### config.mk
export PLATFORM = sky130hd
export DESIGN_NAME = sync_length_xor_frame_parser_top_flat
export DESIGN_NICKNAME = d
export VERILOG_FILES = /design/src/rtl/core/slfp_pkg.sv /design/src/rtl/core/slfp_in_if.sv /design/src/rtl/core/slfp_out_if.sv /design/src/rtl/core/slfp_parser.sv /design/src/rtl/core/sync_length_xor_frame_parser_top.sv /design/src/flat_wrapper.sv
export SDC_FILE = /design/constraint.sdc
export NUM_CORES = 1
export LEC_CHECK = 0
export ABC_AREA = 1
export ABC_CLOCK_PERIOD_IN_PS = 3600
export BUFFER_PORTS_ARGS = -buffer_cell sky130_fd_sc_hd__buf_2
export CAP_MARGIN = 25
export CORE_MARGIN = 1.5
export CORE_UTILIZATION = 50
export CTS_BUF_LIST = sky130_fd_sc_hd__clkbuf_2
export CTS_CLUSTER_DIAMETER = 150
export DETAILED_ROUTE_END_ITERATION = 8
export PLACE_DENSITY = 0.7
export RECOVER_POWER = 50
export SYNTH_ARGS = -nofsm -noshare
export SYNTH_HDL_FRONTEND = slang
export SYNTH_SLANG_ARGS = --single-unit
### constraint.sdc
create_clock -name clk -period 3.6 [get_ports clk]
set_input_delay 1.08 -clock clk [delete_from_list [all_inputs] [get_ports clk]]
set_output_delay 1.08 -clock clk [all_outputs]
set_load 0.03 [all_outputs]
### src/rtl/core/slfp_pkg.sv
// ----------------------------------------------------------------------------
// slfp_pkg
// constants and types shared by the sync length xor frame parser
// ----------------------------------------------------------------------------
package slfp_pkg;

	localparam logic [7:0] SYNC_U     = 8'h55;
	localparam logic [7:0] SYNC_N     = 8'h4E;
	localparam logic [7:0] SYNC_E     = 8'h45;
	localparam logic [7:0] SYNC_R     = 8'h52;
	localparam logic [7:0] SYNC_COLON = 8'h3A;

	localparam logic [2:0] PH_HUNT_U  = 3'd0;
	localparam logic [2:0] PH_WANT_N  = 3'd1;
	localparam logic [2:0] PH_WANT_E  = 3'd2;
	localparam logic [2:0] PH_WANT_R  = 3'd3;
	localparam logic [2:0] PH_LEN_LO  = 3'd4;
	localparam logic [2:0] PH_LEN_HI  = 3'd5;
	localparam logic [2:0] PH_COLON   = 3'd6;
	localparam logic [2:0] PH_PAYLOAD = 3'd7;

	typedef struct packed {
		logic       emit;
		logic [7:0] payload_byte;
		logic [7:0] payload_index;
		logic [7:0] frame_length;
		logic       last;
		logic       checksum_ok;
	} slfp_result_t;

endpackage

### src/rtl/core/slfp_in_if.sv
// ----------------------------------------------------------------------------
// slfp_in_if
// received byte channel, valid/ready handshake
// ----------------------------------------------------------------------------
interface slfp_in_if;
	logic       valid;
	logic       ready;
	logic [7:0] rx_byte;

	modport source (output valid, output rx_byte, input ready);
	modport sink (input valid, input rx_byte, output ready);
endinterface

### src/rtl/core/slfp_out_if.sv
// ----------------------------------------------------------------------------
// slfp_out_if
// parsed byte channel, valid/ready handshake
// ----------------------------------------------------------------------------
interface slfp_out_if;
	logic       valid;
	logic       ready;
	logic [7:0] payload_byte;
	logic [7:0] payload_index;
	logic [7:0] frame_length;
	logic       last;
	logic       checksum_ok;

	modport source (output valid, output payload_byte, output payload_index,
		output frame_length, output last, output checksum_ok, input ready);
	modport sink (input valid, input payload_byte, input payload_index,
		input frame_length, input last, input checksum_ok, output ready);
endinterface

### src/rtl/core/slfp_parser.sv
// ----------------------------------------------------------------------------
// slfp_parser
// frame state tracker: sync hunt, header, payload count and running xor
// ----------------------------------------------------------------------------
module slfp_parser
	import slfp_pkg::*;
(
	input  logic         clk,
	input  logic         arst_n,
	input  logic         advance,
	input  logic [7:0]   rx_byte,
	output slfp_result_t res
);

	logic [2:0] phase_q, phase_d;
	logic [7:0] remain_q, remain_d;
	logic [7:0] xor_q, xor_d;
	logic [7:0] length_q, length_d;
	logic [7:0] pos_q, pos_d;
	logic [7:0] xor_in;

	assign xor_in = xor_q ^ rx_byte;

	always_comb begin
		phase_d  = phase_q;
		remain_d = remain_q;
		xor_d    = xor_q;
		length_d = length_q;
		pos_d    = pos_q;

		res.emit          = 1'b0;
		res.payload_byte  = rx_byte;
		res.payload_index = 8'd0;
		res.frame_length  = length_q;
		res.last          = 1'b0;
		res.checksum_ok   = 1'b0;

		case (phase_q)
			PH_HUNT_U: begin
				if (rx_byte == SYNC_U) begin
					phase_d = PH_WANT_N;
					xor_d   = SYNC_U;
				end
			end
			PH_WANT_N, PH_WANT_E, PH_WANT_R, PH_COLON: begin
				if ((phase_q == PH_WANT_N && rx_byte == SYNC_N) ||
				    (phase_q == PH_WANT_E && rx_byte == SYNC_E) ||
				    (phase_q == PH_WANT_R && rx_byte == SYNC_R) ||
				    (phase_q == PH_COLON && rx_byte == SYNC_COLON)) begin
					xor_d   = xor_in;
					phase_d = phase_q + 3'd1;
					if (phase_q == PH_COLON) begin
						remain_d = length_q - 8'd1;
						pos_d    = 8'd0;
					end
				end else if (rx_byte == SYNC_U) begin
					phase_d = PH_WANT_N;
					xor_d   = SYNC_U;
				end else begin
					phase_d = PH_HUNT_U;
				end
			end
			PH_LEN_LO: begin
				length_d = rx_byte;
				xor_d    = xor_in;
				phase_d  = PH_LEN_HI;
			end
			PH_LEN_HI: begin
				xor_d   = xor_in;
				phase_d = PH_COLON;
			end
			PH_PAYLOAD: begin
				res.emit = 1'b1;
				if (remain_q != 8'd0) begin
					xor_d             = xor_in;
					remain_d          = remain_q - 8'd1;
					pos_d             = pos_q + 8'd1;
					res.payload_index = pos_q + 8'd1;
				end else begin
					res.last        = 1'b1;
					res.checksum_ok = (rx_byte == xor_q);
					phase_d         = PH_HUNT_U;
				end
			end
			default: begin
				phase_d = PH_HUNT_U;
			end
		endcase
	end

	always_ff @(posedge clk or negedge arst_n) begin
		if (!arst_n) begin
			phase_q  <= PH_HUNT_U;
			remain_q <= 8'd0;
			xor_q    <= 8'd0;
			length_q <= 8'd0;
			pos_q    <= 8'd0;
		end else if (advance) begin
			phase_q  <= phase_d;
			remain_q <= remain_d;
			xor_q    <= xor_d;
			length_q <= length_d;
			pos_q    <= pos_d;
		end
	end

endmodule

### src/rtl/core/sync_length_xor_frame_parser_top.sv
// ----------------------------------------------------------------------------
// sync_length_xor_frame_parser_top
// Takes one received byte per beat, finds frames that open with the four
// sync bytes 'U' 'N' 'E' 'R', a length low and high byte and ':', then
// passes length-1 payload bytes (a length of zero means 255) and closes with
// an xor checksum beat marked last, with checksum_ok telling pass or fail.
// Header bytes give no output beat. A byte can be taken on every clock while
// input is open, which it is while the single output register is empty or
// being drained; its result appears there in the cycle after acceptance.
// ----------------------------------------------------------------------------
module sync_length_xor_frame_parser_top
	import slfp_pkg::*;
(
	input  logic              clk,
	input  logic              arst_n,
	slfp_in_if.sink           ingress,
	slfp_out_if.source        egress
);

	slfp_result_t res;
	logic         accept;
	logic         out_valid_s1;
	logic [7:0]   byte_s1;
	logic [7:0]   index_s1;
	logic [7:0]   length_s1;
	logic         last_s1;
	logic         ok_s1;

	assign ingress.ready = !out_valid_s1 || egress.ready;
	assign accept        = ingress.valid && ingress.ready;

	slfp_parser u_parser (
		.clk     (clk),
		.arst_n  (arst_n),
		.advance (accept),
		.rx_byte (ingress.rx_byte),
		.res     (res)
	);

	always_ff @(posedge clk or negedge arst_n) begin
		if (!arst_n) begin
			out_valid_s1 <= 1'b0;
		end else if (accept) begin
			out_valid_s1 <= res.emit;
		end else if (egress.ready) begin
			out_valid_s1 <= 1'b0;
		end
	end

	always_ff @(posedge clk) begin
		if (accept && res.emit) begin
			byte_s1   <= res.payload_byte;
			index_s1  <= res.payload_index;
			length_s1 <= res.frame_length;
			last_s1   <= res.last;
			ok_s1     <= res.checksum_ok;
		end
	end

	assign egress.valid         = out_valid_s1;
	assign egress.payload_byte  = byte_s1;
	assign egress.payload_index = index_s1;
	assign egress.frame_length  = length_s1;
	assign egress.last          = last_s1;
	assign egress.checksum_ok   = ok_s1;

endmodule

### src/flat_wrapper.sv
// flat-port wrapper written by rule: the top's interface ports become plain ports
module sync_length_xor_frame_parser_top_flat import slfp_pkg::*;
  (clk, arst_n, ingress_valid, ingress_rx_byte, ingress_ready, egress_valid, egress_payload_byte, egress_payload_index, egress_frame_length, egress_last, egress_checksum_ok, egress_ready);
  slfp_in_if ingress_i ();
  slfp_out_if egress_i ();
  input  logic clk;
  input  logic arst_n;
  input wire logic [$bits(ingress_i.valid)-1:0] ingress_valid;
  input wire logic [$bits(ingress_i.rx_byte)-1:0] ingress_rx_byte;
  output wire logic [$bits(ingress_i.ready)-1:0] ingress_ready;
  output wire logic [$bits(egress_i.valid)-1:0] egress_valid;
  output wire logic [$bits(egress_i.payload_byte)-1:0] egress_payload_byte;
  output wire logic [$bits(egress_i.payload_index)-1:0] egress_payload_index;
  output wire logic [$bits(egress_i.frame_length)-1:0] egress_frame_length;
  output wire logic [$bits(egress_i.last)-1:0] egress_last;
  output wire logic [$bits(egress_i.checksum_ok)-1:0] egress_checksum_ok;
  input wire logic [$bits(egress_i.ready)-1:0] egress_ready;
  assign ingress_i.valid = ingress_valid;
  assign ingress_i.rx_byte = ingress_rx_byte;
  assign ingress_ready = ingress_i.ready;
  assign egress_valid = egress_i.valid;
  assign egress_payload_byte = egress_i.payload_byte;
  assign egress_payload_index = egress_i.payload_index;
  assign egress_frame_length = egress_i.frame_length;
  assign egress_last = egress_i.last;
  assign egress_checksum_ok = egress_i.checksum_ok;
  assign egress_i.ready = egress_ready;
  sync_length_xor_frame_parser_top u_core (.clk(clk), .arst_n(arst_n), .ingress(ingress_i), .egress(egress_i));
endmodule
==> impl_metrics.tcl <==
set metrics [dict create \
    muxShareOfSynthArea_pct 0.353 \
    report.final.slew_viol_count 37 \
    synthesis.instances 366 \
    post-route-drc-count 0 \
    synth_cell_type_count 31 \
    most-common-layout-cells "nand2_1, inv_1, nor2_1" \
    synth-compound-area-share_pct 7.92 \
    reg2regPathDepth 5 \
    mostFrequentLayoutCell "nand2_1" \
    worst-path-max-fanout 20 \
    run_status "finished, violations left" \
    avgRoutedWirePerCell_um 14.4 \
    worst_pin_slew_ns 2.06 \
    die_height_um 82.9 \
    ff2ff_setup_slack_ns 0.77 \
    max_freq_ghz 0.353 \
    worstHoldPathType "reg -> reg" \
    initial_antenna_violation_count 0 \
    synth_edf_count 26 \
    fp.dieArea_um2 6870 \
    critical_path.slowest_cell "ha_1" \
    async_reset_ff_share_pct 58.1 \
    drt_first_pass_iters 5 \
    worstSetupPathType "reg -> reg" \
    clk_root_buffer_cell "clkbuf_2" \
    detailed_place.area_um2 3420 \
    synthXorXnorAreaFrac_pct 4.12 \
    worstReg2RegStart "u_core.u_parser.phase_q[0]" \
    via_count_of_the_first_global_routing_pass 2505 \
    final_nets 430 \
    die-width_um 82.9 \
    antennaDiodeCount 0 \
    post-layout-total-power_w 0.00161 \
    global_route.overflow_total 0 \
    ys.warnings.count 0 \
    antenna_violating_nets_post_route 0 \
    grt_start_max_net_pins 37 \
    routed_via_count 2525 \
    synth_seq_cells 62 \
    via_density_per_instance 5.15 \
    crit_start "u_core.u_parser.phase_q[0]" \
    post_synth.cell_area_avg_um2 8.71 \
    clkSinkCount 62 \
    post_synth_fa_ha_maj_area_fraction_pct 3.14 \
    cp.buffers_inverters 2 \
    cap_viol_max_count 1 \
    globalRouteTotalUtil_pct 22.4 \
    start_kind "register" \
    timing.critical_path.arrival_ns 3.03 \
    synth_flop_cell "dfrtp_1" \
    initial_utilization_pct 52.9 \
    finalInstanceArea_um2 3520 \
    synthSimpleGateAreaFrac_pct 24.0 \
    tritoncts "done" \
    placement.setup.worst_slack_ns 0.841 \
    failed_checks "max-capacitance violations, max-slew violations" \
    crit_path_max_incr_delay_ns 0.58 \
    hold-worst-slack_ns 0.505 \
    slew-limit-headroom_pct -37.5 \
    rr_endpoint "u_core.egress.frame_length[6]" \
    synth_fp_nets 386 \
    post_route_cells_drive_above_1_share_pct 13.5 \
    post_cts_buffers 0 \
    skew_ns 0.0235 \
    floorplan.core_area_um2 6030 \
    drt_iter0_drc 128 \
    power.density_nw_per_um2 457 \
    place.port_buffers 39 \
    maximum_vdd_drop_mv 0.289 \
    critical-path-top-cell-by-count "ha_1" \
    layout_worst_path_cycle_share_pct 78.7 \
    cts_hold_buffers 0 \
    rows 28 \
    cp.depth 5 \
    num-fill-cells 554 \
    crit_path_end "u_core.egress.frame_length[6]" \
    ordered_list_of_cells_on_the_worst_path "ha_1 > ha_1 > inv_1 > nor2_2 > buf_4" \
    final-hold-violation-count 0 \
    worst_ep_required_time_ns 3.80 \
    io_pins 40 \
    detailed_place_hpwl_um 5030 \
    report.final.setup_viol 0 \
    timing.final.crit_period_ns 2.83 \
    clk_path_buf_depth 2 \
    gp_congestion 0.888 \
    synthesis.area_um2 3190 \
    critPathCaptureType "register" \
    cellLeakagePower_nw 1.73 \
    setup-tns-final_ns 0 \
    combinational_family_with_the_most_area_after_synthesis "simple AND/OR/NAND/NOR gates" \
    ys_seq_area_share_pct 52.7 \
    global_route_wire_length_before_repair_um 12100 \
    critical-path-top-delay-family "adder cells" \
    setup_repair_after_global_routing_missed_its_margin "no" \
    htreeDepth 3 \
    worst_setup_hold_path_clk_slew_ns 0.17 \
    syn2layout_area_growth_pct 10.5 \
    routed_wirelength_um 7070 \
    numCtsBuffers 9 \
    worst_skew_pair.late_latency_ns 0.50 \
    post_route_worst_setup_slack_ns 0.765 \
    cts.repair.resized 0 \
]
[synthesized netlist by cell type (5+ instances only)]
cell type	count	share of area (%)
nand2_1	102	12
inv_1	44	5.2
nor2_1	40	4.7
dfrtp_1	36	28
edfxtp_1	26	24
nand3_1	18	2.8
o21ai_1	18	2.8
o21ai_0	17	2.7
xor2_1	9	2.5
ha_1	8	3.1
a21oi_1	6	0.94
xnor2_1	6	1.6
nor2_2	5	0.98
[power breakdown]
group | internal (W) | switching, W | leakage [nW]
logic | 0.0000966 | 0.000195 | 0.923
clock network | 0.000232 | 0.000253 | 0.0833
registers | 0.000787 | 0.0000467 | 0.722
total | 0.00111 | 0.000495 | 1.73
[logic make-up (layout without fill, tap and decap cells)]
family,count (synthesis),in the layout
AO/OA/AOI/OAI,47,47
XOR/XNOR,15,15
adder cells (fa/ha/maj),8,8
buffers and inverters,54,103
flip-flops,62,62
multiplexers,1,1
AND/OR/NAND/NOR,179,179
[worst min-delay path by stage]
stage	to	slack [ns]	startpoint	depth (start not counted)
3_5_place_dp	u_core.u_parser.remain_q[2]	0.47	u_core.u_parser.remain_q[2]	2
6_report	u_core.u_parser.remain_q[2]	0.50	u_core.u_parser.remain_q[2]	2
5_1_grt	u_core.egress.frame_length[1]	0.52	u_core.u_parser.length_q[1]	0
3_3_place_gp	u_core.u_parser.remain_q[5]	0.47	u_core.u_parser.remain_q[5]	2
4_1_cts	u_core.u_parser.remain_q[2]	0.51	u_core.u_parser.remain_q[2]	2
2_1_floorplan	u_core.egress.frame_length[1]	0.44	u_core.u_parser.length_q[1]	0
[through the flow]
step / util, % / std cells
floorplan: - / 366
finish: 58.5 / 490
detailed placement: 56.7 / 474
CTS: 58.8 / 490
global route: 58.5 / 490
global placement: 56.7 / 474
[worst reg2reg max path: stages, from the launching register on]
cell	delay, ns
dfrtp_1	0.47
ha_1	0.22
ha_1	0.58
inv_1	0.35
nor2_2	0.56
buf_4	0.35
[routing by layer]
| metal | global-route usage [%] | vias to the layer above | routed length, um |
|---|---|---|---|
| met5 | 0 | - | 0 |
| met4 | 10.9 | 0 | 206 |
| met3 | 4.67 | 18 | 309 |
| met2 | 33.9 | 74 | 3220 |
| met1 | 30.9 | 1165 | 3340 |
| li1 | - | 1268 | - |
[final cells by class]
cell class / count / area (um2) / share of cell area, %
sequential: 62 / 1680 / 47.7
inverter: 47 / 176 / 5.01
timing repair buffer: 40 / 180 / 5.11
clock buffer: 11 / 55.1 / 1.56
clock inverter: 5 / 73.8 / 2.10
multi-input combinational: 250 / 1260 / 35.8
tap: 75 / 93.8 / 2.66
[flip-flops by register name, summed over array words and instances, names as in the netlist]
register,count
u_core.u_parser.xor_q,8
u_core.u_parser.length_q,8
u_core.u_parser.phase_q,3
u_core.u_parser.remain_q,8
u_core.egress.checksum_ok,1
u_core.egress.valid,1
u_core.egress.frame_length,8
u_core.egress.last,1
u_core.egress.payload_byte,8
u_core.u_parser.pos_q,8
u_core.egress.payload_index,8
(Power assumes the default switching activity.)
